File: src/hw/rtl/sprq_pkg.sv
// shared types, codes and sizes for the sorted priority ready queue
`default_nettype none

package sprq_pkg;

  // default number of slots; one is kept free, so capacity is slots minus one
  localparam int QUEUE_SLOTS_DEF = 128;

  // field widths
  localparam int CMD_W  = 2;
  localparam int ID_W   = 7;
  localparam int PRIO_W = 8;
  localparam int STAT_W = 2;
  localparam int OCC_W  = 7;

  // command codes
  localparam logic [CMD_W-1:0] CMD_ENQ    = 2'd0;
  localparam logic [CMD_W-1:0] CMD_POP    = 2'd1;
  localparam logic [CMD_W-1:0] CMD_REMOVE = 2'd2;

  // status codes
  localparam logic [STAT_W-1:0] ST_OK       = 2'd0;
  localparam logic [STAT_W-1:0] ST_FULL     = 2'd1;
  localparam logic [STAT_W-1:0] ST_EMPTY    = 2'd2;
  localparam logic [STAT_W-1:0] ST_NOTFOUND = 2'd3;

  // one stored entry: id in the upper bits, priority in the lower
  typedef struct packed {
    logic [ID_W-1:0]   id;
    logic [PRIO_W-1:0] prio;
  } entry_t;

  // finished command handed from the engine to the output stage
  typedef struct packed {
    logic [STAT_W-1:0] status;
    logic [ID_W-1:0]   rid;
    logic [OCC_W-1:0]  occ;
  } result_t;

endpackage

`default_nettype wire

File: src/hw/rtl/sorted_priority_ready_queue.sv
// top level of the sorted priority ready queue: handshakes and output register
//
//  channel | signals                                   | direction
//  --------+-------------------------------------------+----------
//  in      | in_valid, in_ready, command, task_id,     | to block
//          | priority_req                              |
//  out     | out_valid, out_ready, status, result_id,  | from block
//          | occupancy                                 |
//
// one command at a time; enqueue, pop and remove step through the queued
// entries: the single memory read port walks or shifts one entry per cycle.
// full, empty and unused commands go straight to the finish state.
// rst is synchronous; it empties the queue, memory contents are left as is.
// a result waits in the output register while out_ready is low; the next
// item is taken once the engine is idle, and it completes only after the
// previous result has been taken.
`default_nettype none

module sorted_priority_ready_queue
  import sprq_pkg::*;
#(
  parameter int QUEUE_SLOTS = QUEUE_SLOTS_DEF
) (
  input  wire logic              clk,
  input  wire logic              rst,
  input  wire logic              in_valid,
  output logic                   in_ready,
  input  wire logic [CMD_W-1:0]  command,
  input  wire logic [ID_W-1:0]   task_id,
  input  wire logic [PRIO_W-1:0] priority_req,
  output logic                   out_valid,
  input  wire logic              out_ready,
  output logic [STAT_W-1:0]      status,
  output logic [ID_W-1:0]        result_id,
  output logic [OCC_W-1:0]       occupancy
);

  logic    eng_idle;
  logic    eng_done;
  logic    take;
  result_t eng_res;

  // engine owns the entry memory and the walk over it
  sprq_engine #(
    .QUEUE_SLOTS (QUEUE_SLOTS)
  ) u_engine (
    .clk          (clk),
    .rst          (rst),
    .start        (in_valid),
    .command      (command),
    .task_id      (task_id),
    .priority_req (priority_req),
    .idle         (eng_idle),
    .done         (eng_done),
    .res          (eng_res),
    .take         (take)
  );

  assign in_ready = eng_idle;
  assign take     = eng_done && (!out_valid || out_ready);

  // output register valid
  always_ff @(posedge clk) begin
    if (rst) begin
      out_valid <= 1'b0;
    end else if (take) begin
      out_valid <= 1'b1;
    end else if (out_ready) begin
      out_valid <= 1'b0;
    end
  end

  // output register payload
  always_ff @(posedge clk) begin
    if (take) begin
      status    <= eng_res.status;
      result_id <= eng_res.rid;
      occupancy <= eng_res.occ;
    end
  end

endmodule

`default_nettype wire

File: src/hw/rtl/sprq_engine.sv
// entry memory and sequencer that inserts, scans and shifts one entry a cycle
`default_nettype none

module sprq_engine
  import sprq_pkg::*;
#(
  parameter int QUEUE_SLOTS = QUEUE_SLOTS_DEF
) (
  input  wire logic              clk,
  input  wire logic              rst,
  input  wire logic              start,
  input  wire logic [CMD_W-1:0]  command,
  input  wire logic [ID_W-1:0]   task_id,
  input  wire logic [PRIO_W-1:0] priority_req,
  output logic                   idle,
  output logic                   done,
  output result_t                res,
  input  wire logic              take
);

  localparam int DEPTH  = QUEUE_SLOTS - 1;
  localparam int CNT_W  = $clog2(QUEUE_SLOTS);
  localparam int ADDR_W = (DEPTH > 1) ? $clog2(DEPTH) : 1;
  localparam logic [CNT_W-1:0] CAP = CNT_W'(DEPTH);

  localparam logic [2:0] S_IDLE    = 3'd0;
  localparam logic [2:0] S_ENQ_CMP = 3'd1;
  localparam logic [2:0] S_ENQ_PUT = 3'd2;
  localparam logic [2:0] S_SCAN    = 3'd3;
  localparam logic [2:0] S_SHIFT   = 3'd4;
  localparam logic [2:0] S_FIN     = 3'd5;

  logic [2:0]        state, state_next;
  logic [CNT_W-1:0]  k, k_next;
  logic [CNT_W-1:0]  count, count_next;
  logic [CMD_W-1:0]  cmd_r;
  logic [ID_W-1:0]   id_r;
  logic [PRIO_W-1:0] prio_r;
  logic [STAT_W-1:0] res_status, res_status_next;
  logic [ID_W-1:0]   res_id, res_id_next;

  entry_t            mem [DEPTH];
  entry_t            rdata;
  entry_t            wdata;
  entry_t            new_entry;
  logic              wr_en;
  logic [ADDR_W-1:0] waddr;
  logic [ADDR_W-1:0] raddr;

  // shared index arithmetic
  logic [CNT_W:0]    kx, kp1, kp2, countx;
  logic [CNT_W-1:0]  km1, km2, cm1, cp1;
  logic              match;
  logic [CNT_W+OCC_W-1:0] occ_wide;

  assign kx     = {1'b0, k};
  assign kp1    = kx + (CNT_W+1)'(1);
  assign kp2    = kx + (CNT_W+1)'(2);
  assign countx = {1'b0, count};
  assign km1    = k - CNT_W'(1);
  assign km2    = k - CNT_W'(2);
  assign cm1    = count - CNT_W'(1);
  assign cp1    = count + CNT_W'(1);

  assign new_entry = '{id: id_r, prio: prio_r};
  assign match     = (cmd_r == CMD_POP) || (rdata.id == id_r);

  // entry memory, one write and one registered read per cycle
  always_ff @(posedge clk) begin
    if (wr_en) begin
      mem[waddr] <= wdata;
    end
    rdata <= mem[raddr];
  end

  // sequencer next state
  always_comb begin
    state_next      = state;
    k_next          = k;
    count_next      = count;
    res_status_next = res_status;
    res_id_next     = res_id;
    wr_en           = 1'b0;
    waddr           = ADDR_W'(k);
    wdata           = new_entry;
    raddr           = '0;
    case (state)
      S_IDLE: begin
        if (start) begin
          res_status_next = ST_OK;
          res_id_next     = '0;
          case (command)
            CMD_ENQ: begin
              if (count >= CAP) begin
                res_status_next = ST_FULL;
                state_next      = S_FIN;
              end else begin
                k_next = count;
                raddr  = ADDR_W'(cm1);
                if (count == '0) begin
                  state_next = S_ENQ_PUT;
                end else begin
                  state_next = S_ENQ_CMP;
                end
              end
            end
            CMD_POP, CMD_REMOVE: begin
              if (count == '0) begin
                res_status_next = ST_EMPTY;
                state_next      = S_FIN;
              end else begin
                k_next     = '0;
                state_next = S_SCAN;
              end
            end
            default: state_next = S_FIN;
          endcase
        end
      end
      // rdata holds entry k-1; move it up while it ranks below the new one
      S_ENQ_CMP: begin
        wr_en = 1'b1;
        if (rdata.prio < prio_r) begin
          wdata  = rdata;
          k_next = km1;
          raddr  = ADDR_W'(km2);
          if (km1 == '0) begin
            state_next = S_ENQ_PUT;
          end
        end else begin
          count_next = cp1;
          state_next = S_FIN;
        end
      end
      S_ENQ_PUT: begin
        wr_en      = 1'b1;
        count_next = cp1;
        state_next = S_FIN;
      end
      // rdata holds entry k; look for the id, or take the head on pop
      S_SCAN: begin
        raddr = kp1[ADDR_W-1:0];
        if (match) begin
          res_id_next = rdata.id;
          if (kp1 < countx) begin
            state_next = S_SHIFT;
          end else begin
            count_next = cm1;
            state_next = S_FIN;
          end
        end else if (kp1 < countx) begin
          k_next = kp1[CNT_W-1:0];
        end else begin
          res_status_next = ST_NOTFOUND;
          state_next      = S_FIN;
        end
      end
      // rdata holds entry k+1; close the gap one entry a cycle
      S_SHIFT: begin
        wr_en  = 1'b1;
        wdata  = rdata;
        k_next = kp1[CNT_W-1:0];
        raddr  = kp2[ADDR_W-1:0];
        if (kp2 >= countx) begin
          count_next = cm1;
          state_next = S_FIN;
        end
      end
      S_FIN: begin
        if (take) begin
          state_next = S_IDLE;
        end
      end
      default: state_next = S_IDLE;
    endcase
  end

  // control registers
  always_ff @(posedge clk) begin
    if (rst) begin
      state <= S_IDLE;
      count <= '0;
    end else begin
      state <= state_next;
      count <= count_next;
    end
  end

  // working registers
  always_ff @(posedge clk) begin
    k          <= k_next;
    res_status <= res_status_next;
    res_id     <= res_id_next;
    if (start && state == S_IDLE) begin
      cmd_r  <= command;
      id_r   <= task_id;
      prio_r <= priority_req;
    end
  end

  // result toward the output stage
  assign occ_wide   = {{OCC_W{1'b0}}, count};
  assign idle       = (state == S_IDLE);
  assign done       = (state == S_FIN);
  assign res.status = res_status;
  assign res.rid    = res_id;
  assign res.occ    = occ_wide[OCC_W-1:0];

  // count stays within capacity
  a_count_cap: assert property (@(posedge clk) disable iff (rst) count <= CAP)
    else $error("entry count above capacity");

  // memory writes only from insert and shift states
  a_wr_state: assert property (@(posedge clk) disable iff (rst)
    wr_en |-> (state == S_ENQ_CMP || state == S_ENQ_PUT || state == S_SHIFT))
    else $error("memory write outside insert or shift");

  // enqueue on a full queue finishes at once with full status
  a_full: assert property (@(posedge clk) disable iff (rst)
    (state == S_IDLE && start && command == CMD_ENQ && count == CAP)
    |=> (state == S_FIN && res_status == ST_FULL && $stable(count)))
    else $error("full enqueue not reported");

  // reset empties the queue
  a_reset: assert property (@(posedge clk) rst |=> (count == '0 && state == S_IDLE))
    else $error("reset did not clear queue");

  // count changes by at most one per command, and only on the way to the end
  a_count_step: assert property (@(posedge clk) disable iff (rst)
    (count != $past(count)) |-> (state == S_FIN && $past(state) != S_FIN))
    else $error("count changed outside completion");

endmodule

`default_nettype wire

File: config.mk
export PLATFORM = sky130hd
export DESIGN_NAME = sorted_priority_ready_queue
export DESIGN_NICKNAME = d
export VERILOG_FILES = /design/src/hw/rtl/sprq_pkg.sv /design/src/hw/rtl/sorted_priority_ready_queue.sv /design/src/hw/rtl/sprq_engine.sv
export SDC_FILE = /design/constraint.sdc
export NUM_CORES = 2
export LEC_CHECK = 0
export BUFFER_PORTS_ARGS = -buffer_cell sky130_fd_sc_hd__buf_4
export CAP_MARGIN = 20
export CORE_MARGIN = 2
export CORE_UTILIZATION = 50
export CTS_BUF_LIST = sky130_fd_sc_hd__clkbuf_2 sky130_fd_sc_hd__clkbuf_4 sky130_fd_sc_hd__clkbuf_8
export CTS_CLUSTER_SIZE = 25
export DETAILED_ROUTE_END_ITERATION = 6
export PLACE_DENSITY = 0.68
export SKIP_CTS_REPAIR_TIMING = 1
export SYNTH_ARGS = -nofsm -noshare
export SYNTH_HDL_FRONTEND = slang
export SYNTH_SLANG_ARGS = --single-unit
File: constraint.sdc
create_clock -name clk -period 3.3 [get_ports clk]
set_input_delay 0.165 -clock clk [delete_from_list [all_inputs] [get_ports clk]]
set_output_delay 0.165 -clock clk [all_outputs]
set_load 0.01 [all_outputs]
==> flow_summary.json <==
{
  "setup_viol": 16,
  "rows": 146,
  "synth_top_family_by_area": "simple AND/OR/NAND/NOR gates",
  "overflow": 0,
  "hold_start": "out_ready",
  "crit_required_ns": 4.23,
  "initial_core_util_pct": 50.3,
  "clock_skew_ns": 0.100,
  "grt_pass1_vias": 51913,
  "die_w_um": 404,
  "yosys.area_share.simple_pct": 14.3,
  "maxSlewHeadroom_pct": 44.0,
  "max_clock_freq_mhz": 265,
  "hold_path.class": "input port to flip-flop",
  "yosysUniqueCellTypes": 83,
  "tightestPinTransition_ns": 0.829,
  "synth.avg_cell_area_sq_um": 13.6,
  "clock_latency_ns": 1.04,
  "core_sq_um": 159000,
  "cp_cell_sequence": "inv_2, ha_4, a211oi_4, o21ai_4, a2111o_1, buf_6, nand2_8, buf_16, buf_12, buf_16, nor2_4, buf_6, buf_12, a32oi_2, nand3_2, a32oi_4, nand3b_1, nor4_4",
  "die_h_um": 404,
  "drtAntennaViolNets": 0,
  "violations": "setup timing",
  "p_leak_nw": 35.5,
  "ys_ff_latch": 1980,
  "synth_edf_count": 1954,
  "post_dp_cell_area_sq_um": 88900,
  "muxShareOfSynthArea_pct": 3.15,
  "rsz0062_at_grt": "true",
  "worstSetupEndpointType": "flip-flop",
  "cp-start-kind": "flip-flop",
  "drt_iter0_drc": 8114,
  "grt_max_degree": 96,
  "syn-num-nets": 5911,
  "placedCellCount": 8424,
  "wl_per_cell_um": 27.9,
  "status": "complete, but fails checks",
  "final_cell_area_sq_um": 99100,
  "async_flop_share_pct": 0,
  "hpwl_um": 158000,
  "ir_drop_v": 0.000871,
  "place_ws_ns": -1.38,
  "num_vias": 55630,
  "setup_ws_ns": -0.479,
  "worst_path_max_delay_cell": "a2111o_1",
  "cts-buffers-inserted": 333,
  "drc": 0,
  "synth_compound_area_share_pct": 5.31,
  "gp_congestion": 0.988,
  "ys_seq_area_share_pct": 74.1,
  "critical_path_class": "flip-flop to flip-flop",
  "ios": 39,
  "stdcell_count": 9134,
  "area_growth_pct": 24.2,
  "track_usage_pct": 29.6,
  "cts.clk_slew.worst_paths_ns": 0.07,
  "drv_cap": 0,
  "grt_antenna_before_repair": 7,
  "synthCells": 5857,
  "first_pass_iters": 6,
  "cts_tree": "done",
  "p_total_mw": 108,
  "grt_pass1_wl_um": 350000,
  "syn_area_sq_um": 79800,
  "drt_wl_total_um": 255000,
  "cpPeakStageDelay_ns": 0.43,
  "cts_num_sinks": 1980,
  "nNetsFinal": 6892,
  "floorplan.die_area_sq_um": 163000,
  "portBuffers": 38,
  "drv_slew": 0,
  "clock_path_buffers": 4,
  "finalHoldViolCount": 0,
  "period_minus_slack_ns": 3.78,
  "crit_start": "u_engine.prio_r[2]",
  "regToRegSetupSlack_ns": -0.48,
  "synthAdderAreaFrac_pct": 0.517,
  "synth_ff_type": "edfxtp_1",
  "timing.rr.start": "u_engine.prio_r[2]",
  "cts-root-buf": "clkbuf_8",
  "finalCritPeriodShare_pct": 115,
  "hold_ws_ns": 0.139,
  "cts_max_level": 5,
  "power_density_nw_per_um2": 1090,
  "cp_max_fo": 6,
  "viasPerCell": 6.09,
  "yosysWarningCount": 0,
  "synth_xor_area_share_pct": 0.360,
  "layout-drive-gt1-share_pct": 25.6,
  "worstPathArrival_ns": 4.70,
  "fillers": 11512
}
critical path: cells and delay by family (launching register included):
| family | cells | cell delay [ns] |
|---|---|---|
| compound gates | 5 | 1.37 |
| fa+ha+maj | 1 | 0.20 |
| buf+inv | 7 | 0.93 |
| flops | 1 | 0.41 |
| simple gates | 5 | 0.75 |
where the power goes:
group          switching (mW)  internal [mW]  total [mW]  leakage, nW
logic                    33.7           20.3        54.0         14.5
clock network            9.54           11.6        21.1         3.29
registers               0.486           32.8        33.3         17.8
total                    43.7           64.7         108         35.5
cells in the mapped netlist, drive strengths merged (32+ instances only):
| library cell | n | area (sq um) |
|---|---|---|
| edfxtp | 1954 | 58700 |
| nand2 | 1545 | 5800 |
| nand3 | 573 | 2870 |
| buf | 222 | 1180 |
| a21oi | 199 | 996 |
| nor2 | 186 | 703 |
| clkbuf | 132 | 497 |
| and3 | 123 | 769 |
| o21ai | 88 | 452 |
| a31oi | 81 | 507 |
| mux2i | 72 | 721 |
| mux4 | 72 | 1620 |
| a21boi | 61 | 462 |
| a22oi | 61 | 458 |
| nand4 | 50 | 319 |
| nor4 | 41 | 257 |
| o211ai | 39 | 318 |
| ha | 33 | 413 |
| a32oi | 32 | 280 |
path summary, 6_finish.rpt:
check	depth (start not counted)	to
max	18	u_engine.rdata[5]
min	5	out_valid
max reg2reg	18	u_engine.rdata[5]
min reg2reg	0	status[1]
layer usage:
metal  vias up  routed length [um]  GRT usage, %
li1      23747                   -             -
met1     27592               94100          40.1
met2      3606              118000          45.9
met3       681               28600          5.74
met4         4               14600          15.2
met5         -                  27             0
flip-flops by register name, summed over array words and instances, names as in the netlist, 3 cells and up:
| name | cells |
|---|---|
| u_engine.rdata | 15 |
| u_engine.state | 3 |
| u_engine.id_r | 7 |
| u_engine.mem | 1905 |
| result_id | 7 |
| u_engine.res_id | 7 |
| u_engine.prio_r | 8 |
| occupancy | 7 |
| u_engine.k | 7 |
| u_engine.count | 7 |
through the flow:
stage | setup TNS (ns) | utilization (%)
2_1_floorplan | 0 | -
3_3_place_gp | -14.92 | 56.1
3_5_place_dp | -16.57 | 56.1
4_1_cts | -17.20 | 60.0
5_1_grt | -8.45 | 62.5
6_report | -6.30 | 62.5
kinds of logic after synthesis:
logic type,count (synthesis)
adders and majority gates,33
muxes,159
DFF,1980
and+or+nand+nor,2618
buffers and inverters,382
AOI/OAI and AO/OA,653
xor gates and xnor gates,32
final cells by class:
| type | instances | area (sq um) | area share, % |
|---|---|---|---|
| clock inverter | 103 | 694 | 0.701 |
| inverter | 28 | 108 | 0.109 |
| tap | 2072 | 2590 | 2.62 |
| timing repair buffer | 1000 | 10400 | 10.5 |
| clock buffer | 449 | 5560 | 5.61 |
| sequential | 1980 | 59200 | 59.7 |
| antenna | 7 | 17.5 | 0.0177 |
| multi-input combinational | 3495 | 20600 | 20.8 |
layout by cell type (no fill, tap or decap), types with 23 or more instances in the layout:
cell type	count
clkinv_1	73
clkbuf_8	351
a21oi_1	168
buf_4	723
nand4_1	49
ha_1	27
o21ai_0	66
and3_1	122
dlygate4sd3_1	39
a31oi_1	68
clkbuf_16	25
o211ai_1	34
mux4_2	72
nand2_1	1522
a21boi_1	30
nand3_1	545
clkbuf_4	99
a22oi_1	35
a22oi_2	26
xnor2_1	23
buf_12	136
buf_6	44
a21oi_2	27
nor2_1	174
mux2i_1	71
dfxtp_1	26
edfxtp_1	1954
nand3_2	25
Note: power is estimated with default switching activity, not from simulation.
